[src/rtl/mlp_batch_gradient_trainer_unit_assert.svh]
// ---------------------------------------------------------------------------
// Assertion macros for the MLP batch gradient trainer
// Clocked on clk, disabled while rst is high.
// ---------------------------------------------------------------------------
`ifndef MLP_BATCH_GRADIENT_TRAINER_UNIT_ASSERT_SVH
`define MLP_BATCH_GRADIENT_TRAINER_UNIT_ASSERT_SVH

// The expression must never be true.
`define MBGT_ASSERT_NEVER(name, expr) \
  name: assert property (@(posedge clk) disable iff (rst) !(expr)) \
    else $error("assertion failed: forbidden condition");

// When the trigger holds, the expression holds in the next cycle.
`define MBGT_ASSERT_NEXT(name, trig, expr) \
  name: assert property (@(posedge clk) disable iff (rst) (trig) |=> (expr)) \
    else $error("assertion failed: condition after trigger");

`endif

[src/rtl/mbgt_mul.sv]
// ---------------------------------------------------------------------------
// Shared multiplier
// Signed 33 by 33 multiply with a registered 66-bit product.
// ---------------------------------------------------------------------------
module mbgt_mul (
  input  logic               clk,
  input  logic signed [32:0] a,
  input  logic signed [32:0] b,
  output logic signed [65:0] prod
);

  always_ff @(posedge clk) begin
    prod <= a * b;
  end

endmodule

[config.mk]
export PLATFORM = sky130hd
export DESIGN_NAME = mbgt_mul
export DESIGN_NICKNAME = d
export VERILOG_FILES = /design/src/rtl/mlp_batch_gradient_trainer_unit_assert.svh /design/src/rtl/mbgt_mul.sv
export SDC_FILE = /design/constraint.sdc
export NUM_CORES = 2
export LEC_CHECK = 0
export BUFFER_PORTS_ARGS = -buffer_cell sky130_fd_sc_hd__buf_2
export CORE_ASPECT_RATIO = 0.75
export CORE_MARGIN = 3
export CORE_UTILIZATION = 40
export DETAILED_ROUTE_END_ITERATION = 12
export MAX_ROUTING_LAYER = met4
export PLACE_DENSITY = 0.58
export SYNTH_ARGS = -nofsm -noshare
export SYNTH_HDL_FRONTEND = slang
export SYNTH_SLANG_ARGS = --single-unit
[constraint.sdc]
create_clock -name clk -period 10.15 [get_ports clk]
set_input_delay 1.5225 -clock clk [delete_from_list [all_inputs] [get_ports clk]]
set_output_delay 1.5225 -clock clk [all_outputs]
set_load 0.02 [all_outputs]
# [Yosys cells after proc, flatten, opt, wreduce, memory -nomap -nowiden]
# Cells that the tools add are included.
[word_totals] output_inout_bits=66 elab_cells=2 reg_bits=66
[op_classes] multipliers=1
[ops] op="33-bit by 33-bit multiplier with 66-bit output" count=1

# [Depth between registers and ports, before layout]
[depth] ltp_word=1 mapped_depth=27 mapped_depth_nobuf=26

# [Worst setup path before layout]
# OpenSTA, ideal clock, no wires.
[synth_path] path_type="input-to-reg" start="input port a[32]" end="register prod[62]" t_arrival_ns=8.680 path_stages=23 setup_ns=0.079 path_slack_ns=1.391 t_required_ns=10.071 cell_sequence="clkbuf_1 -> nand2_1 -> inv_1 -> fa_1 -> fa_1 -> fa_1 -> fa_1 -> fa_1 -> fa_1 -> fa_1 -> inv_1 -> fa_1 -> inv_1 -> ha_1 -> clkbuf_1 -> and3_1 -> nand3_1 -> nand2b_1 -> a2111oi_4 -> a211oi_4 -> a21o_2 -> a21o_1 -> a211oi_2"
[synth_between] elab_chain_len=1
[synth_lines] item="start, declared" line="mbgt_mul.sv:7" rtl="input logic signed [32:0] a,"
[synth_lines] item="33-bit by 33-bit multiplier with 66-bit output" line="mbgt_mul.sv:13" rtl="prod <= a * b;"
[synth_lines] item="end signal, assigned" line="mbgt_mul.sv:13"
[synth_lines] item="end, declared" line="mbgt_mul.sv:9" rtl="output logic signed [65:0] prod"
# Every way passes these cells.

# [Worst setup path in the final report]
[layout_path] start="input port b[12]" end="register prod[58]"
[layout_between] elab_chain_len=1
[layout_lines] item="start, declared" line="mbgt_mul.sv:8" rtl="input logic signed [32:0] b,"
[layout_lines] item="33-bit by 33-bit multiplier with 66-bit output" line="mbgt_mul.sv:13"
# Every way passes these cells.

==> flow_metrics.py <==
metrics = {
    "outcome": {
        "outcome": "finished, final reports clean",
    },
    "hold_path": {
        "hold_depth": 2,
        "hold_path.class": "in2reg",
        "hold_path_end": "prod[0]$_DFF_P_",
        "timing.hold.worst.start": "b[0]",
    },
    "finish": {
        "largest_register_ffs": 66,
        "p_r_area_growth_vs_syn_pct": 5.219,
        "final_design_area_no_fill_um2": 42860,
        "final_nets": 5727,
        "top_register": "prod",
        "largest_regs": "prod x66",
        "final_layout_size_suffix_gt1_share_pct": 5.182,
    },
    "job": {
        "drv_cap": 0,
    },
    "place": {
        "place.gp.congestion": 0.9118,
        "port-buffer-count": 132,
        "placed_cell_area_um2": 42490,
        "post-dp-hpwl_um": 100200,
    },
    "sta": {
        "max-slew-margin-rel_pct": 26.57,
        "finalHoldViolCount": 0,
        "rsz0062_at_grt": "false",
        "achievable-frequency_mhz": 109.9,
        "final_period_minus_worst_setup_slack_ns": 9.099,
        "final_max_slew_viol_count": 0,
        "period_share_pct": 89.64,
        "tightestPinTransition_ns": 1.098,
        "totalNegativeSetupSlack_ns": 0,
        "setup_viol": 0,
    },
    "clocking": {
        "cts_setup_buffers": 0,
        "clk_pin_slew_worst_paths_ns": 0.07,
        "tritoncts_clock_tree": "built",
        "post_cts.resized_instances": 0,
        "ctsLongestPathBuffers": 2,
        "cts_inserted_buffers": 9,
        "cts_max_level": 3,
        "clock-sinks": 66,
        "cts_hold_repair.buffers": 0,
        "clock-root-buffer": "sky130_fd_sc_hd__clkbuf_16",
    },
    "synthesis": {
        "syn_area_um2": 40730,
        "synth_ff_type": "sky130_fd_sc_hd__dfxtp_1",
        "ys_seq_elements": 66,
        "synth.yosys.seq_area_share_pct": 3.244,
        "number_of_flops_mapped_to_enable_cells_by_yosys": 0,
        "yosys.cell_types.count": 80,
        "syn-num-nets": 5767,
        "ys_warn_count": 0,
        "avgSynthCellArea_um2": 9.390,
        "count_of_mapped_cells_out_of_synthesis": 4338,
        "async_reset_ff_share_pct": 0,
    },
    "detailed_routing": {
        "post_dr_vias_cell": 4.982,
        "wire_per_inst_um": 21.39,
        "drt-pass1-iter-count": 7,
        "drcViolationCount": 0,
        "vias": 28082,
        "drt.antenna.violating_nets": 0,
        "drt_iter0_drc": 2191,
        "wl_um": 120600,
    },
    "critical_path": {
        "critPathRequiredTime_ns": 10.42,
        "setup.worst_path.class": "in2reg",
        "path_max_fanout": 33,
        "startpoint_type": "input port",
        "worstPathArrival_ns": 9.37,
        "end_kind": "register",
    },
    "grt": {
        "pin_count_of_the_biggest_net_entering_global_routing": 34,
        "gr-total-overflow": 0,
        "grt_pass1_wl_um": 194400,
        "grt_util_all_layers_pct": 24.91,
        "grt_pass1_vias": 30645,
        "grt_antenna_before_repair": 8,
    },
    "floorplan": {
        "floorplan.die_area_um2": 105700,
        "die-height_um": 282.4,
        "core.rowCount": 100,
        "core_area_um2": 100100,
        "die_w_um": 374.5,
        "start_util_pct": 40.69,
        "io_pins": 133,
    },
}
-- area by class of cell --
type | count | area [um^2]
fill | 9813 | 57240
multi-input combinational | 2920 | 34320
inverter | 1131 | 4245
tap | 1326 | 1659
sequential | 66 | 1321
timing repair buffer | 170 | 945.9
clock buffer | 9 | 225.2
clock inverter | 7 | 126.4
antenna | 8 | 20.02
-- routing by layer --
layer	track usage [%]	vias to the layer above	routed length (um)
li1	-	12252	-
met1	39.38	14605	60560
met3	8.615	71	14690
met2	30.57	1154	44050
met4	2.995	0	1256
met5	-	-	0
-- worst max-delay path: stages --
cell                        delay, ns
sky130_fd_sc_hd__buf_2           0.65
sky130_fd_sc_hd__nand2_1         0.30
sky130_fd_sc_hd__fa_1            0.56
sky130_fd_sc_hd__fa_1            0.84
sky130_fd_sc_hd__fa_1            0.51
sky130_fd_sc_hd__inv_1           0.09
sky130_fd_sc_hd__fa_1            0.44
sky130_fd_sc_hd__fa_1            0.59
sky130_fd_sc_hd__fa_1            0.46
sky130_fd_sc_hd__fa_1            0.51
sky130_fd_sc_hd__inv_1           0.05
sky130_fd_sc_hd__fa_1            0.49
sky130_fd_sc_hd__inv_1           0.05
sky130_fd_sc_hd__ha_1            0.40
sky130_fd_sc_hd__and4_1          0.39
sky130_fd_sc_hd__nand3_1         0.18
sky130_fd_sc_hd__nand2b_1        0.26
sky130_fd_sc_hd__a2111oi_4       0.35
sky130_fd_sc_hd__a211oi_4        0.10
sky130_fd_sc_hd__a21oi_2         0.23
sky130_fd_sc_hd__nor4b_2         0.08
sky130_fd_sc_hd__a311oi_1        0.26
-- layout by cell type (no fill, tap or decap), types with 6 or more instances in the layout --
cell type                   count
sky130_fd_sc_hd__a211o_1        6
sky130_fd_sc_hd__a211oi_1       7
sky130_fd_sc_hd__a21o_1        36
sky130_fd_sc_hd__a21oi_1       57
sky130_fd_sc_hd__a31oi_1        8
sky130_fd_sc_hd__and2_1       562
sky130_fd_sc_hd__buf_2        132
sky130_fd_sc_hd__buf_4         38
sky130_fd_sc_hd__clkbuf_16      9
sky130_fd_sc_hd__dfxtp_1       66
sky130_fd_sc_hd__diode_2        8
sky130_fd_sc_hd__fa_1        1145
sky130_fd_sc_hd__ha_1         217
sky130_fd_sc_hd__inv_1       1131
sky130_fd_sc_hd__nand2_1      551
sky130_fd_sc_hd__nand2b_1      12
sky130_fd_sc_hd__nand3_1       25
sky130_fd_sc_hd__nand4_1       11
sky130_fd_sc_hd__nor2_1        68
sky130_fd_sc_hd__nor3_1         7
sky130_fd_sc_hd__o21a_1         6
sky130_fd_sc_hd__o21ai_0       25
sky130_fd_sc_hd__o21ai_1        6
sky130_fd_sc_hd__o21bai_1      11
sky130_fd_sc_hd__xnor2_1       43
sky130_fd_sc_hd__xor2_1        25
-- synthesized netlist by cell type, types with 6 or more instances --
| cell | n | area [um^2] |
|---|---|---|
| sky130_fd_sc_hd__o21bai_1 | 11 | 82.58 |
| sky130_fd_sc_hd__o21ai_0 | 25 | 125.1 |
| sky130_fd_sc_hd__a31oi_1 | 8 | 50.05 |
| sky130_fd_sc_hd__ha_1 | 217 | 2715 |
| sky130_fd_sc_hd__nor3_1 | 7 | 35.03 |
| sky130_fd_sc_hd__o21a_1 | 6 | 45.04 |
| sky130_fd_sc_hd__a211oi_1 | 7 | 52.55 |
| sky130_fd_sc_hd__nand2b_1 | 12 | 75.07 |
| sky130_fd_sc_hd__xor2_1 | 25 | 219.0 |
| sky130_fd_sc_hd__clkbuf_1 | 208 | 780.8 |
| sky130_fd_sc_hd__xnor2_1 | 43 | 376.6 |
| sky130_fd_sc_hd__a211o_1 | 6 | 52.55 |
| sky130_fd_sc_hd__nand2_1 | 551 | 2068 |
| sky130_fd_sc_hd__a21oi_1 | 57 | 285.3 |
| sky130_fd_sc_hd__a21o_1 | 36 | 270.3 |
| sky130_fd_sc_hd__nand4_1 | 11 | 68.82 |
| sky130_fd_sc_hd__nor2_1 | 68 | 255.2 |
| sky130_fd_sc_hd__fa_1 | 1145 | 22920 |
| sky130_fd_sc_hd__inv_1 | 1131 | 4245 |
| sky130_fd_sc_hd__nand3_1 | 25 | 125.1 |
| sky130_fd_sc_hd__buf_2 | 11 | 55.05 |
| sky130_fd_sc_hd__dfxtp_1 | 66 | 1321 |
| sky130_fd_sc_hd__and2_1 | 562 | 3516 |
| sky130_fd_sc_hd__o21ai_1 | 6 | 30.03 |
-- logic make-up after synthesis --
kind of cell / share of synthesized area [%]
adder cells (fa/ha/maj): 62.94
flip-flops: 3.244
buffers and inverters: 12.51
AND/OR/NAND/NOR: 15.78
XOR/XNOR: 1.462
AO/OA/AOI/OAI: 4.067
-- worst max-delay path by stage --
stage / startpoint / endpoint / slack, ns
final: b[12] / prod[58]$_DFF_P_ / 1.05
after global routing: a[19] / prod[47]$_DFF_P_ / 0.74
after CTS: b[12] / prod[58]$_DFF_P_ / 1.07
after detailed placement: b[12] / prod[58]$_DFF_P_ / 0.74
after global placement: b[0] / prod[64]$_DFF_P_ / 0.81
after floorplan: a[32] / prod[62]$_DFF_P_ / 1.39
-- per-stage QoR --
stage	setup slack (ns)	utilization (%)	instances	hold slack (ns)
after floorplan	1.391	-	4338	1.650
after global placement	0.8117	42.45	5613	1.939
after detailed placement	0.7370	42.45	5613	1.939
after CTS	1.066	42.80	5629	1.693
after global routing	0.7392	42.82	5637	1.728
final	1.052	42.82	5637	1.712
Power is not shown: default switching activity piles up to over one toggle a cycle in this logic, so the estimate is an artifact.
