`src/rtl/mlp_batch_gradient_trainer_unit_assert.svh`:
```
// ---------------------------------------------------------------------------
// Assertion macros for the MLP batch gradient trainer
// Clocked on clk, disabled while rst is high.
// ---------------------------------------------------------------------------
`ifndef MLP_BATCH_GRADIENT_TRAINER_UNIT_ASSERT_SVH
`define MLP_BATCH_GRADIENT_TRAINER_UNIT_ASSERT_SVH

// The expression must never be true.
`define MBGT_ASSERT_NEVER(name, expr) \
  name: assert property (@(posedge clk) disable iff (rst) !(expr)) \
    else $error("assertion failed: forbidden condition");

// When the trigger holds, the expression holds in the next cycle.
`define MBGT_ASSERT_NEXT(name, trig, expr) \
  name: assert property (@(posedge clk) disable iff (rst) (trig) |=> (expr)) \
    else $error("assertion failed: condition after trigger");

`endif

```
`src/rtl/mbgt_pkg.sv`:
```
// ---------------------------------------------------------------------------
// MLP batch gradient trainer package
// Types, constants, microcode program and saturation helper.
// ---------------------------------------------------------------------------
package mbgt_pkg;

  localparam int NUM_FEATURES = 3;
  localparam int NODES        = 7;
  localparam int WEIGHTS      = 10;
  localparam int ACC_W        = 50;
  localparam int DIV_W        = 48;
  localparam int LR_W         = 17;
  localparam int RC_W         = 11;

  localparam logic [1:0] KIND_PRED   = 2'd0;
  localparam logic [1:0] KIND_WEIGHT = 2'd1;
  localparam logic [1:0] KIND_BIAS   = 2'd2;

  localparam logic REG_STEP_SIZE = 1'b0;
  localparam logic REG_ROW_COUNT = 1'b1;

  localparam logic signed [31:0] INIT_W [WEIGHTS] = '{
    32'sd13107, 32'sd19661, 32'sd26214, 32'sd32768, 32'sd39322,
    32'sd45875, 32'sd72090, 32'sd78643, 32'sd131072, 32'sd137626
  };
  localparam logic signed [31:0] INIT_B [NODES] = '{
    32'sd209715, 32'sd216269, 32'sd229376, 32'sd249037,
    32'sd255590, 32'sd262144, 32'sd111411
  };

  typedef enum logic [3:0] {
    OP_LDB, OP_MAC, OP_STN, OP_ERR, OP_LOSS, OP_EMITP, OP_BGR, OP_WGR,
    OP_CLR, OP_BAK, OP_STD, OP_END, OP_UPW, OP_UPB, OP_FIN
  } op_t;

  typedef enum logic [2:0] {
    S_IDLE, S_EXEC, S_MUL, S_DIV, S_OUT
  } state_t;

  typedef struct packed {
    op_t        op;
    logic [2:0] n;
    logic [2:0] p;
    logic       pf;
    logic [3:0] wi;
  } instr_t;

  function automatic instr_t ins(op_t op, int n, int p, bit pf, int wi);
    instr_t r;
    r.op = op;
    r.n  = 3'(n);
    r.p  = 3'(p);
    r.pf = pf;
    r.wi = 4'(wi);
    return r;
  endfunction

  localparam int PROG_LEN = 82;
  localparam int PC_W     = $clog2(PROG_LEN);

  localparam instr_t PROG [PROG_LEN] = '{
    ins(OP_LDB, 0, 0, 0, 0), ins(OP_MAC, 0, 0, 1, 0), ins(OP_MAC, 0, 1, 1, 1),
    ins(OP_MAC, 0, 2, 1, 2), ins(OP_STN, 0, 0, 0, 0),
    ins(OP_LDB, 1, 0, 0, 0), ins(OP_MAC, 1, 0, 0, 3), ins(OP_STN, 1, 0, 0, 0),
    ins(OP_LDB, 2, 0, 0, 0), ins(OP_MAC, 2, 0, 0, 4), ins(OP_STN, 2, 0, 0, 0),
    ins(OP_LDB, 3, 0, 0, 0), ins(OP_MAC, 3, 1, 0, 5), ins(OP_MAC, 3, 2, 0, 6),
    ins(OP_STN, 3, 0, 0, 0),
    ins(OP_LDB, 4, 0, 0, 0), ins(OP_MAC, 4, 3, 0, 7), ins(OP_STN, 4, 0, 0, 0),
    ins(OP_LDB, 5, 0, 0, 0), ins(OP_MAC, 5, 4, 0, 8), ins(OP_STN, 5, 0, 0, 0),
    ins(OP_LDB, 6, 0, 0, 0), ins(OP_MAC, 6, 5, 0, 9), ins(OP_STN, 6, 0, 0, 0),
    ins(OP_ERR, 0, 0, 0, 0), ins(OP_LOSS, 0, 0, 0, 0), ins(OP_EMITP, 0, 0, 0, 0),
    ins(OP_BGR, 6, 0, 0, 0), ins(OP_WGR, 6, 5, 0, 9), ins(OP_CLR, 0, 0, 0, 0),
    ins(OP_BAK, 6, 0, 0, 9), ins(OP_STD, 0, 5, 0, 0),
    ins(OP_BGR, 5, 0, 0, 0), ins(OP_WGR, 5, 4, 0, 8), ins(OP_CLR, 0, 0, 0, 0),
    ins(OP_BAK, 5, 0, 0, 8), ins(OP_STD, 0, 4, 0, 0),
    ins(OP_BGR, 4, 0, 0, 0), ins(OP_WGR, 4, 3, 0, 7), ins(OP_CLR, 0, 0, 0, 0),
    ins(OP_BAK, 4, 0, 0, 7), ins(OP_STD, 0, 3, 0, 0),
    ins(OP_BGR, 3, 0, 0, 0), ins(OP_WGR, 3, 1, 0, 5), ins(OP_WGR, 3, 2, 0, 6),
    ins(OP_CLR, 0, 0, 0, 0), ins(OP_BAK, 3, 0, 0, 5), ins(OP_STD, 0, 1, 0, 0),
    ins(OP_CLR, 0, 0, 0, 0), ins(OP_BAK, 3, 0, 0, 6), ins(OP_STD, 0, 2, 0, 0),
    ins(OP_BGR, 1, 0, 0, 0), ins(OP_WGR, 1, 0, 0, 3),
    ins(OP_BGR, 2, 0, 0, 0), ins(OP_WGR, 2, 0, 0, 4),
    ins(OP_CLR, 0, 0, 0, 0), ins(OP_BAK, 1, 0, 0, 3), ins(OP_BAK, 2, 0, 0, 4),
    ins(OP_STD, 0, 0, 0, 0),
    ins(OP_BGR, 0, 0, 0, 0), ins(OP_WGR, 0, 0, 1, 0), ins(OP_WGR, 0, 1, 1, 1),
    ins(OP_WGR, 0, 2, 1, 2),
    ins(OP_END, 0, 0, 0, 0),
    ins(OP_UPW, 0, 0, 0, 0), ins(OP_UPW, 0, 0, 0, 1), ins(OP_UPW, 0, 0, 0, 2),
    ins(OP_UPW, 0, 0, 0, 3), ins(OP_UPW, 0, 0, 0, 4), ins(OP_UPW, 0, 0, 0, 5),
    ins(OP_UPW, 0, 0, 0, 6), ins(OP_UPW, 0, 0, 0, 7), ins(OP_UPW, 0, 0, 0, 8),
    ins(OP_UPW, 0, 0, 0, 9),
    ins(OP_UPB, 0, 0, 0, 0), ins(OP_UPB, 1, 0, 0, 0), ins(OP_UPB, 2, 0, 0, 0),
    ins(OP_UPB, 3, 0, 0, 0), ins(OP_UPB, 4, 0, 0, 0), ins(OP_UPB, 5, 0, 0, 0),
    ins(OP_UPB, 6, 0, 0, 0),
    ins(OP_FIN, 0, 0, 0, 0)
  };

  function automatic logic signed [31:0] sat32(logic signed [63:0] v);
    logic signed [31:0] r;
    if (v > 64'sd2147483647) begin
      r = 32'sh7FFFFFFF;
    end else if (v < -64'sd2147483648) begin
      r = 32'sh80000000;
    end else begin
      r = v[31:0];
    end
    return r;
  endfunction

endpackage

```
`src/rtl/mbgt_div.sv`:
```
// ---------------------------------------------------------------------------
// Shared divider
// Restoring division of a signed value by an unsigned row count, one
// quotient bit per cycle, truncated toward zero.
// ---------------------------------------------------------------------------
module mbgt_div (
  input  logic                                 clk,
  input  logic                                 rst,
  input  logic                                 start,
  input  logic signed [mbgt_pkg::DIV_W-1:0]    dividend,
  input  logic        [mbgt_pkg::RC_W-1:0]     divisor,
  output logic                                 done,
  output logic signed [mbgt_pkg::DIV_W-1:0]    quotient
);

  localparam int DW = mbgt_pkg::DIV_W;
  localparam int RW = mbgt_pkg::RC_W;
  localparam int CW = $clog2(DW);

  logic [DW-1:0] quo;
  logic [RW-1:0] rem;
  logic [CW-1:0] cnt;
  logic          busy;
  logic          neg;
  logic [RW:0]   rem_sh;
  logic          ge;
  logic [RW:0]   rem_sub;

  assign rem_sh  = {rem, quo[DW-1]};
  assign ge      = rem_sh >= {1'b0, divisor};
  assign rem_sub = rem_sh - {1'b0, divisor};
  assign quotient = neg ? -$signed(quo) : $signed(quo);

  always_ff @(posedge clk) begin
    if (rst) begin
      busy <= 1'b0;
      done <= 1'b0;
      cnt  <= '0;
    end else begin
      done <= 1'b0;
      if (start) begin
        busy <= 1'b1;
        cnt  <= '0;
        rem  <= '0;
        neg  <= dividend[DW-1];
        quo  <= dividend[DW-1] ? DW'(-dividend) : DW'(dividend);
      end else if (busy) begin
        quo <= {quo[DW-2:0], ge};
        rem <= ge ? rem_sub[RW-1:0] : rem_sh[RW-1:0];
        cnt <= cnt + 1'b1;
        if (cnt == CW'(DW - 1)) begin
          busy <= 1'b0;
          done <= 1'b1;
        end
      end
    end
  end

endmodule
```
`config.mk`:
```
export PLATFORM = sky130hd
export DESIGN_NAME = mbgt_div
export DESIGN_NICKNAME = d
export VERILOG_FILES = /design/src/rtl/mlp_batch_gradient_trainer_unit_assert.svh /design/src/rtl/mbgt_pkg.sv /design/src/rtl/mbgt_div.sv
export SDC_FILE = /design/constraint.sdc
export NUM_CORES = 1
export LEC_CHECK = 0
export ABC_CLOCK_PERIOD_IN_PS = 9590
export BUFFER_PORTS_ARGS = -buffer_cell sky130_fd_sc_hd__buf_2
export CAP_MARGIN = 20
export CELL_PAD_IN_SITES_DETAIL_PLACEMENT = 0
export CELL_PAD_IN_SITES_GLOBAL_PLACEMENT = 1
export CORE_MARGIN = 2
export CORE_UTILIZATION = 46
export DETAILED_ROUTE_END_ITERATION = 10
export HOLD_SLACK_MARGIN = 0.05
export PLACE_DENSITY = 0.91
export SETUP_SLACK_MARGIN = 0.1
export SLEW_MARGIN = 20
export SYNTH_ARGS = -nofsm -noshare
export SYNTH_HDL_FRONTEND = slang
export SYNTH_SLANG_ARGS = --single-unit
```
`constraint.sdc`:
```
create_clock -name clk -period 9.59 [get_ports clk]
set_clock_uncertainty 0.2 [all_clocks]
set_input_delay 2.877 -clock clk [delete_from_list [all_inputs] [get_ports clk]]
set_output_delay 2.877 -clock clk [all_outputs]
set_load 0.02 [all_outputs]
```
* After elaboration in Yosys (flattened, before gate mapping)
Index checks and enable logic that the tools add are counted.
Operators by class: add/sub/neg operators 4, multiply operators 0, divide/modulo/power cells 0, order comparisons 1, equal/unequal tests 1, shift operators 0, multiplexer cells 10, bitwise logic cells 2, reductions and logical operators 5
Operators with widths (count):
- $mux 48 | 4
- $neg 48->48 | 2
- $mux 11 | 2
- $ge 12x11->1 | 1
- $sub 11x11->11 | 1
- $add 6x1->6 const B | 1
- $eq 6x6->1 const B | 1
- $mux 1 | 4
- $reduce_and 2->1 | 2
- $reduce_or 3->1 | 1
- $not 1->1 | 2
- $reduce_bool 2->1 | 1
- $reduce_or 2->1 | 1
Storage, ports and cells: bits in registers 68, latch bits 0, memory bits (writable) 0, bits in read-only memories 0, input port bits 62, output and inout bits 49, logic and storage cells 29, memories kept 0

* Logic depth before layout (Yosys ltp)
Gate-level depths: netlist of the first run.
depth after elaboration 4, mapped depth 9, depth with buffers taken out 8

* Worst setup path after synthesis of the first run
OpenSTA, ideal clock, no wires.
kind input port to flip-flop, from input start, to register quo[0], enable pin, setup time 0.477 ns, data arrival time 5.996 ns, required time 8.913 ns, path slack 2.916 ns, cell stages on the path 4, buffers on the path 2, cell sequence clkbuf_1 -> buf_1 -> nor2_1 -> nor2_1
Between the ends: word-level cells in the longest chain between the ends 2
RTL lines:
- start: declaration | RTL line mbgt_div.sv:9 | input logic start,
- $reduce_bool 2->1 (no source line)
- $reduce_and 2->1 (no source line)
- end signal: assignment | RTL line mbgt_div.sv:46 | quo <= dividend[DW-1] ? DW'(-dividend) : DW'(dividend);
- end signal: assignment | RTL line mbgt_div.sv:48 | quo <= {quo[DW-2:0], ge};
- end: declaration | RTL line mbgt_div.sv:20 | logic [DW-1:0] quo;
Every way passes these cells. A chain may end at the register's enable or synchronous reset.

* Final worst setup path of the first run
from register quo[5], to output quotient[35] in the netlist's numbering
Between the ends: word-level cells in the longest chain between the ends 2
RTL lines:
- $neg 48->48 | RTL line mbgt_div.sv:32 | assign quotient = neg ? -$signed(quo) : $signed(quo);
- $mux 48 | RTL line mbgt_div.sv:32
- end: declaration | RTL line mbgt_div.sv:13 | output logic signed [mbgt_pkg::DIV_W-1:0] quotient
Every way passes these cells.

==> run metrics, run 1 <==
Post-synth top flop=edfxtp_1; reg-to-reg critical path endpoint=rem[9]; Hold-fix buffers, CTS=0; number of enable-type register cells in the synthesized netlist=60; highest clock frequency the design can meet=162 MHz; fraction of layout cells with a size suffix above 1=20.6%; clock tree from TritonCTS=built; fin util=55.4%; DRC violations left=0; leading cell type in the layout, fill and taps excluded=buf_2; critical-path maximum fanout=8; hold path cells=1; most frequent cells in the layout=109 x buf_2, 68 x nor2_1, 60 x edfxtp_1; number of synthesized register bits=68; worst min path class=register to register; share of the synthesized area in the top cell type=31.7%; element type at the critical path start=register; Critical Path AT=3.11 ns; Power per Cell Area=149 nW/µm²; worst r2r src=quo[47]; unrepaired setup endpoints after global routing=no; post-detailed-route wirelength per cell=18.4 µm; register-to-register setup slack=6.65 ns; Mapped Nets=719; worst max-slew margin expressed relative to the limit=30.2%; htree depth=3; number of search-and-repair iterations in the first detailed-routing pass=5; total number of clock tree sinks=68; Logic pwr share=26.4%; clock period minus worst slack=6.19 ns; Internal Power=0.681 mW; Switching Fraction=31.3%; clock input transition at the sequential cells of the worst setup and hold paths=0.06 ns; via count of the first global-routing pass=5092; standard cell core area=12000 µm²; final number of hold-violating endpoints=0; setup total negative slack=0 ns; post-route fraction of the period consumed by the critical path=64.5%; initial antenna violation count=0; die width=115 µm; master cell of the clock root buffer=clkbuf_16; boundary pin count=111; syn_area_per_cell=8.85 µm²; status=finished, final reports clean; net switching power figure=0.311 mW; global route total overflow=0; fraction of synthesis flops using an asynchronous set or reset pin=0%; proportion of power drawn by the clock network=35.8%; post-cts sizing count=0; antenna-violating nets left=0; placer congestion estimate=0.874; buffer levels on the longest clock path=2; synthesized instance count=642; cell count of the worst reg-to-reg path=8; routed wire length=16.3 mm; Max IR drop VDD=82.0 µV; warnings from Yosys=0; number of buffers created by CTS=9; static leakage=2.43 nW; sequential fraction of design power=37.8%; global-route wire length before repair=25.4 mm; Detailed Place HPWL=12.1 mm; number of max-slew violations in the final report=0; Required @ worst endpoint=6.51 ns; Max Cap Violations=0; die footprint=13300 µm²; Final Setup Violations=0; maximum number of pins on one net before global-route repair=107; WHS Endpoint=done; critical hold path startpoint=cnt[4]; clock latency at the later pin of the worst-skew pair=0.34 ns; 1st-iter DRT viols=495; post-layout net count=813; proportion of synthesized chip area in sequential cells=34.5%; largest cells by area after synthesis=edfxtp_1 32%, xnor2_1 8.5%, xor2_1 5.1%; Worst Setup End Kind=primary output; count of filler cells inserted in the layout=1130; detailed-route via count=5439; global router's overall resource usage=24.3%; Via density=6.13; worst-case hold slack=0.313 ns; slew of the pin with the lowest slew margin=1.05 ns; relative area change from synthesis to final layout=17.2%; setup bufs post-CTS=0; non-filler instance count after layout=888; WS Path Type=register to primary output; Buffers on Ports=110; std cell rows=40; leading area contributor after synthesis=edfxtp_1; ant diodes=0; starting density of the core=47.3%; Tot Pwr=0.992 mW; height of the die=115 µm; Distinct cells, synth=64; number of placed instances with taps included=872; post-synthesis instance area=5680 µm²
-- cell families (layout without fill, tap and decap cells) --
family	after synthesis	after routing	synth area share (%)
simple gates	231	231	21.6
mux	7	7	1.28
xor+xnor	88	88	13.6
buf+inv	53	152	3.57
compound gates	180	180	22.0
fa+ha+maj	15	15	3.43
flops	68	68	34.5
-- cells in the mapped netlist, types with 2 or more instances --
master    count
dfxtp_1       8
o31ai_1      30
o31a_1        4
o41ai_2       5
a21o_1        4
nor3b_1       2
nor2b_1       6
mux2_2        2
ha_1         14
nand4_1      19
o21ai_0      31
nor4_2        2
nand3_1      20
o211ai_1      4
xnor2_1      55
o41ai_1      16
inv_1        21
nand2_1      32
buf_1         7
nand4_2       2
edfxtp_1     60
a31oi_1       6
or4_1         6
clkinv_1      2
o2111a_1      2
a211oi_1      3
nor3_1       19
o21a_1        4
a21oi_1      50
nor4_1        7
clkbuf_1     22
a311oi_1      2
nor2_1       69
xor2_1       33
or3_1        25
a211o_1       4
nand3b_1      3
nand2b_1      5
mux2i_1       5
or2_2         6
or4_4         2
-- final cells by class --
type / count / area [µm²] / share of cell area (%)
Clock buffer: 15 / 320 / 4.81
Clock inverter: 1 / 6.26 / 0.0939
Inverter: 23 / 86.3 / 1.30
Timing Repair Buffer: 113 / 576 / 8.64
Sequential cell: 68 / 1960 / 29.5
Multi-Input combinational cell: 521 / 3530 / 52.9
Tap cell: 147 / 184 / 2.76
-- state kept, by name, indices dropped and copies added (netlist names) --
name and flops:
busy 1, cnt 6, neg 1, rem 11, quo 48, done 1
-- through the flow --
stage	cell area [µm²]	setup slack [ns]
2_1_floorplan	5680	2.92
3_3_place_gp	6330	3.76
3_5_place_dp	6330	3.74
4_1_cts	6660	3.42
5_1_grt	6660	3.24
6_report	6660	3.40
-- worst max path at each step --
stage	depth (start not counted)	end	from
2_1_floorplan	4	quo[0]	start
3_3_place_gp	6	quo[39]	dividend[1]
3_5_place_dp	8	quo[38]	dividend[0]
4_1_cts	6	quotient[35]	quo[5]
5_1_grt	6	quotient[43]	quo[5]
6_report	6	quotient[35]	quo[5]
-- worst max-delay path, cell delays in order, from the launching register on --
cell	delay [ns]
edfxtp_1	0.45
or4_4	0.59
nor3_1	0.62
nand4_2	0.36
o41ai_2	0.32
xnor2_1	0.21
buf_2	0.22
-- per-layer routing --
layer	wire [µm]	vias to the layer above	track usage [%]
met5	0	-	0
met4	319	0	8.19
met3	1050	26	3.32
met2	7780	233	39.7
met1	7180	2544	33.2
li1	-	2636	-
-- power by group through the flow --
stage | Sequential (mW) | Clock [mW] | Combinational (mW)
3_3_place_gp | 0.379 | 0 | 0.256
2_1_floorplan | 0.373 | 0 | 0.181
4_1_cts | 0.375 | 0.357 | 0.261
3_5_place_dp | 0.381 | 0 | 0.260
5_1_grt | 0.378 | 0.367 | 0.287
6_report | 0.375 | 0.355 | 0.262
Power figures use the tool's default switching activity.
==> run 2: changes to the inputs <==
- ABC_AREA: default -> 1
- ABC_CLOCK_PERIOD_IN_PS: 9590 -> 5200
- CORE_UTILIZATION: 46 -> 37
- PLACE_DENSITY: 0.91 -> 0.83
- clock period: 9.59 -> 5.2 ns (I/O delays scaled with it)
==> run metrics, run 2 <==
status=finished, final reports clean; total number of clock tree sinks=68; boundary pin count=111; Via density=5.08; DRC violations left=0; Mapped Nets=1100; die width=138 µm; Top Registers=quo x48, rem x11, cnt x6; WS Path Type=register to primary output; leading cell type in the layout, fill and taps excluded=nand2_1; fraction of layout cells with a size suffix above 1=15.0%; relative area change from synthesis to final layout=15.6%; top register by number of flip-flops=quo; clock input transition at the sequential cells of the worst setup and hold paths=0.06 ns; clock period minus worst slack=4.22 ns; critical-path maximum fanout=43; leading area contributor after synthesis=edfxtp_1; flip-flop count of the largest register after layout=48; detailed-route via count=6875; Final Setup Violations=0; worst path buffer plus inverter count=3; Placement Setup Slack=1.31 ns; reg-to-reg critical path endpoint=rem[5]; Buffers on Ports=110; element type at the critical path start=register; Max Cap Violations=0; fin util=44.0%; static leakage=3.61 nW; Power per Cell Area=251 nW/µm²; most frequent cells in the layout=281 x nand2_1, 150 x nor2_1, 119 x inv_1, 119 x nand3_1, 110 x buf_2; Max IR drop VDD=151 µV; number of search-and-repair iterations in the first detailed-routing pass=7; Worst Setup End Kind=primary output; final number of hold-violating endpoints=0; global router's overall resource usage=21.7%; Critical Path AT=2.46 ns; number of buffers created by CTS=9; antenna-violating nets left=0; fraction of synthesis flops using an asynchronous set or reset pin=0%; post-detailed-route wirelength per cell=15.0 µm; unrepaired setup endpoints after global routing=no; cell family contributing the most delay on the critical path=buffers and inverters; syn_area_per_cell=6.48 µm²; register-to-register setup slack=2.52 ns; slew of the pin with the lowest slew margin=0.747 ns; clock latency at the later pin of the worst-skew pair=0.33 ns; warnings from Yosys=0; post-layout net count=1200; std cell rows=48; ant diodes=0; Distinct cells, synth=43; placer congestion estimate=0.892; global route total overflow=0; timing startpoint of the critical path=neg; master cell of the clock root buffer=clkbuf_16; via count of the first global-routing pass=6279; Required @ worst endpoint=3.44 ns; number of max-slew violations in the final report=0; height of the die=138 µm; highest clock frequency the design can meet=237 MHz; count of filler cells inserted in the layout=1943; number of enable-type register cells in the synthesized netlist=60; Hold-fix buffers, CTS=0; clock tree from TritonCTS=built; initial antenna violation count=0; htree depth=3; capture point of the critical path=quotient[4]; starting density of the core=38.1%; global-route wire length before repair=32.1 mm; total met2 wirelength after detailed routing=8.63 mm; proportion of synthesized chip area in sequential cells=29.6%; die footprint=19000 µm²; cell count of the worst reg-to-reg path=9; synthesized instance count=1023; Top Metal Used=met4; post-cts sizing count=0; 1st-iter DRT viols=477; setup bufs post-CTS=0; post-route fraction of the period consumed by the critical path=81.1%; worst min path class=register to register; worst r2r src=quo[47]; Post-synth top flop=edfxtp_1; top cell types by occurrence after synthesis=281 x nand2_1, 150 x nor2_1, 119 x inv_1, 119 x nand3_1, 60 x edfxtp_1; post-synthesis instance area=6630 µm²; maximum number of pins on one net before global-route repair=61; cell at the slowest stage of the critical path=clkinv_1; worst max-slew margin expressed relative to the limit=50.2%; number of synthesized register bits=68; setup total negative slack=0 ns; Detailed Place HPWL=16.5 mm; series of cell instances along the critical path=buf_4 -> clkinv_1 -> a31oi_1 -> xor2_1 -> buf_2; standard cell core area=17400 µm²; share of the synthesized area in the top cell type=27.2%; largest cells by area after synthesis=edfxtp_1 27%, nand2_1 16%, nand3_1 9.0%; most frequent cell after synthesis=nand2_1; detailed route wirelength on metal3=1.19 mm; Critical Path Stages=5; largest stage delay on the critical path=0.63 ns; minimum setup slack in the final design=0.984 ns; wire length on met1=10.2 mm; routed wire length=20.3 mm; worst-case hold slack=0.322 ns; buffer levels on the longest clock path=2
-- run 2: changes by cell type after synthesis, sizes merged, moves of 25 or more --
cell   before  now
xnor2      55   11
nand3      20  122
nor2       69  166
o31ai      31    1
o21ai      31   78
inv        21  124
or3        25    0
nand2      32  288
a21oi      50   19
-- run 2: final cells by class --
cell class | instances | area [µm²] | area share, %
Sequential cell | 68 | 1960 | 25.6
Clock inverter | 6 | 45.0 | 0.588
Multi-Input combinational cell | 804 | 4080 | 53.3
Clock buffer | 10 | 239 | 3.12
Inverter | 126 | 473 | 6.17
Tap cell | 225 | 282 | 3.67
Timing Repair Buffer | 114 | 581 | 7.58
-- run 2: worst min path at each step --
stage          cells past startpoint     end  slack [ns]    from
2_1_floorplan                      2    done        0.27  cnt[5]
3_3_place_gp                       2  cnt[0]        0.31  cnt[0]
3_5_place_dp                       2  cnt[0]        0.32  cnt[0]
4_1_cts                            2  cnt[0]        0.32  cnt[0]
5_1_grt                            2  cnt[0]        0.35  cnt[0]
6_report                           2  cnt[0]        0.32  cnt[0]
-- run 2: report_power, final --
group          internal (mW)  total (mW)  leakage [nW]  switching (mW)
registers              0.665       0.718         0.650          0.0528
logic                  0.201       0.624          2.81           0.422
clock network          0.340       0.579         0.144           0.239
total                   1.21        1.92          3.61           0.714
-- run 2: logic make-up after synthesis --
family	share of synthesized area [%]
buffers and inverters	9.02
adders and majority gates	2.94
DFF	29.6
and+or+nand+nor	42.3
AOI/OAI and AO/OA	9.00
xor gates and xnor gates	7.13
-- run 2: layer usage --
| layer | track usage, % | vias to the layer above |
|---|---|---|
| met4 | 6.12 | 0 |
| met1 | 32.6 | 3101 |
| met3 | 2.52 | 24 |
| met5 | 0 | - |
| li1 | - | 3549 |
| met2 | 32.6 | 201 |
-- run 2: worst reg2reg max path, stage by stage (launching register included) --
cell and delay, ns:
edfxtp_1 0.44, inv_1 0.10, ha_1 0.24, fa_1 0.43, o21ai_2 0.26, nand3_1 0.16
nand3_2 0.28, inv_2 0.15, nor2_1 0.12, nor2_1 0.06
-- run 2: stage by stage --
stage	power (mW)	area, µm²	instances
after global placement	1.35	7380	1337
after CTS	1.93	7660	1353
after floorplan	1.15	6630	1023
final	1.92	7660	1353
after global routing	2.03	7660	1353
after detailed placement	1.35	7380	1337
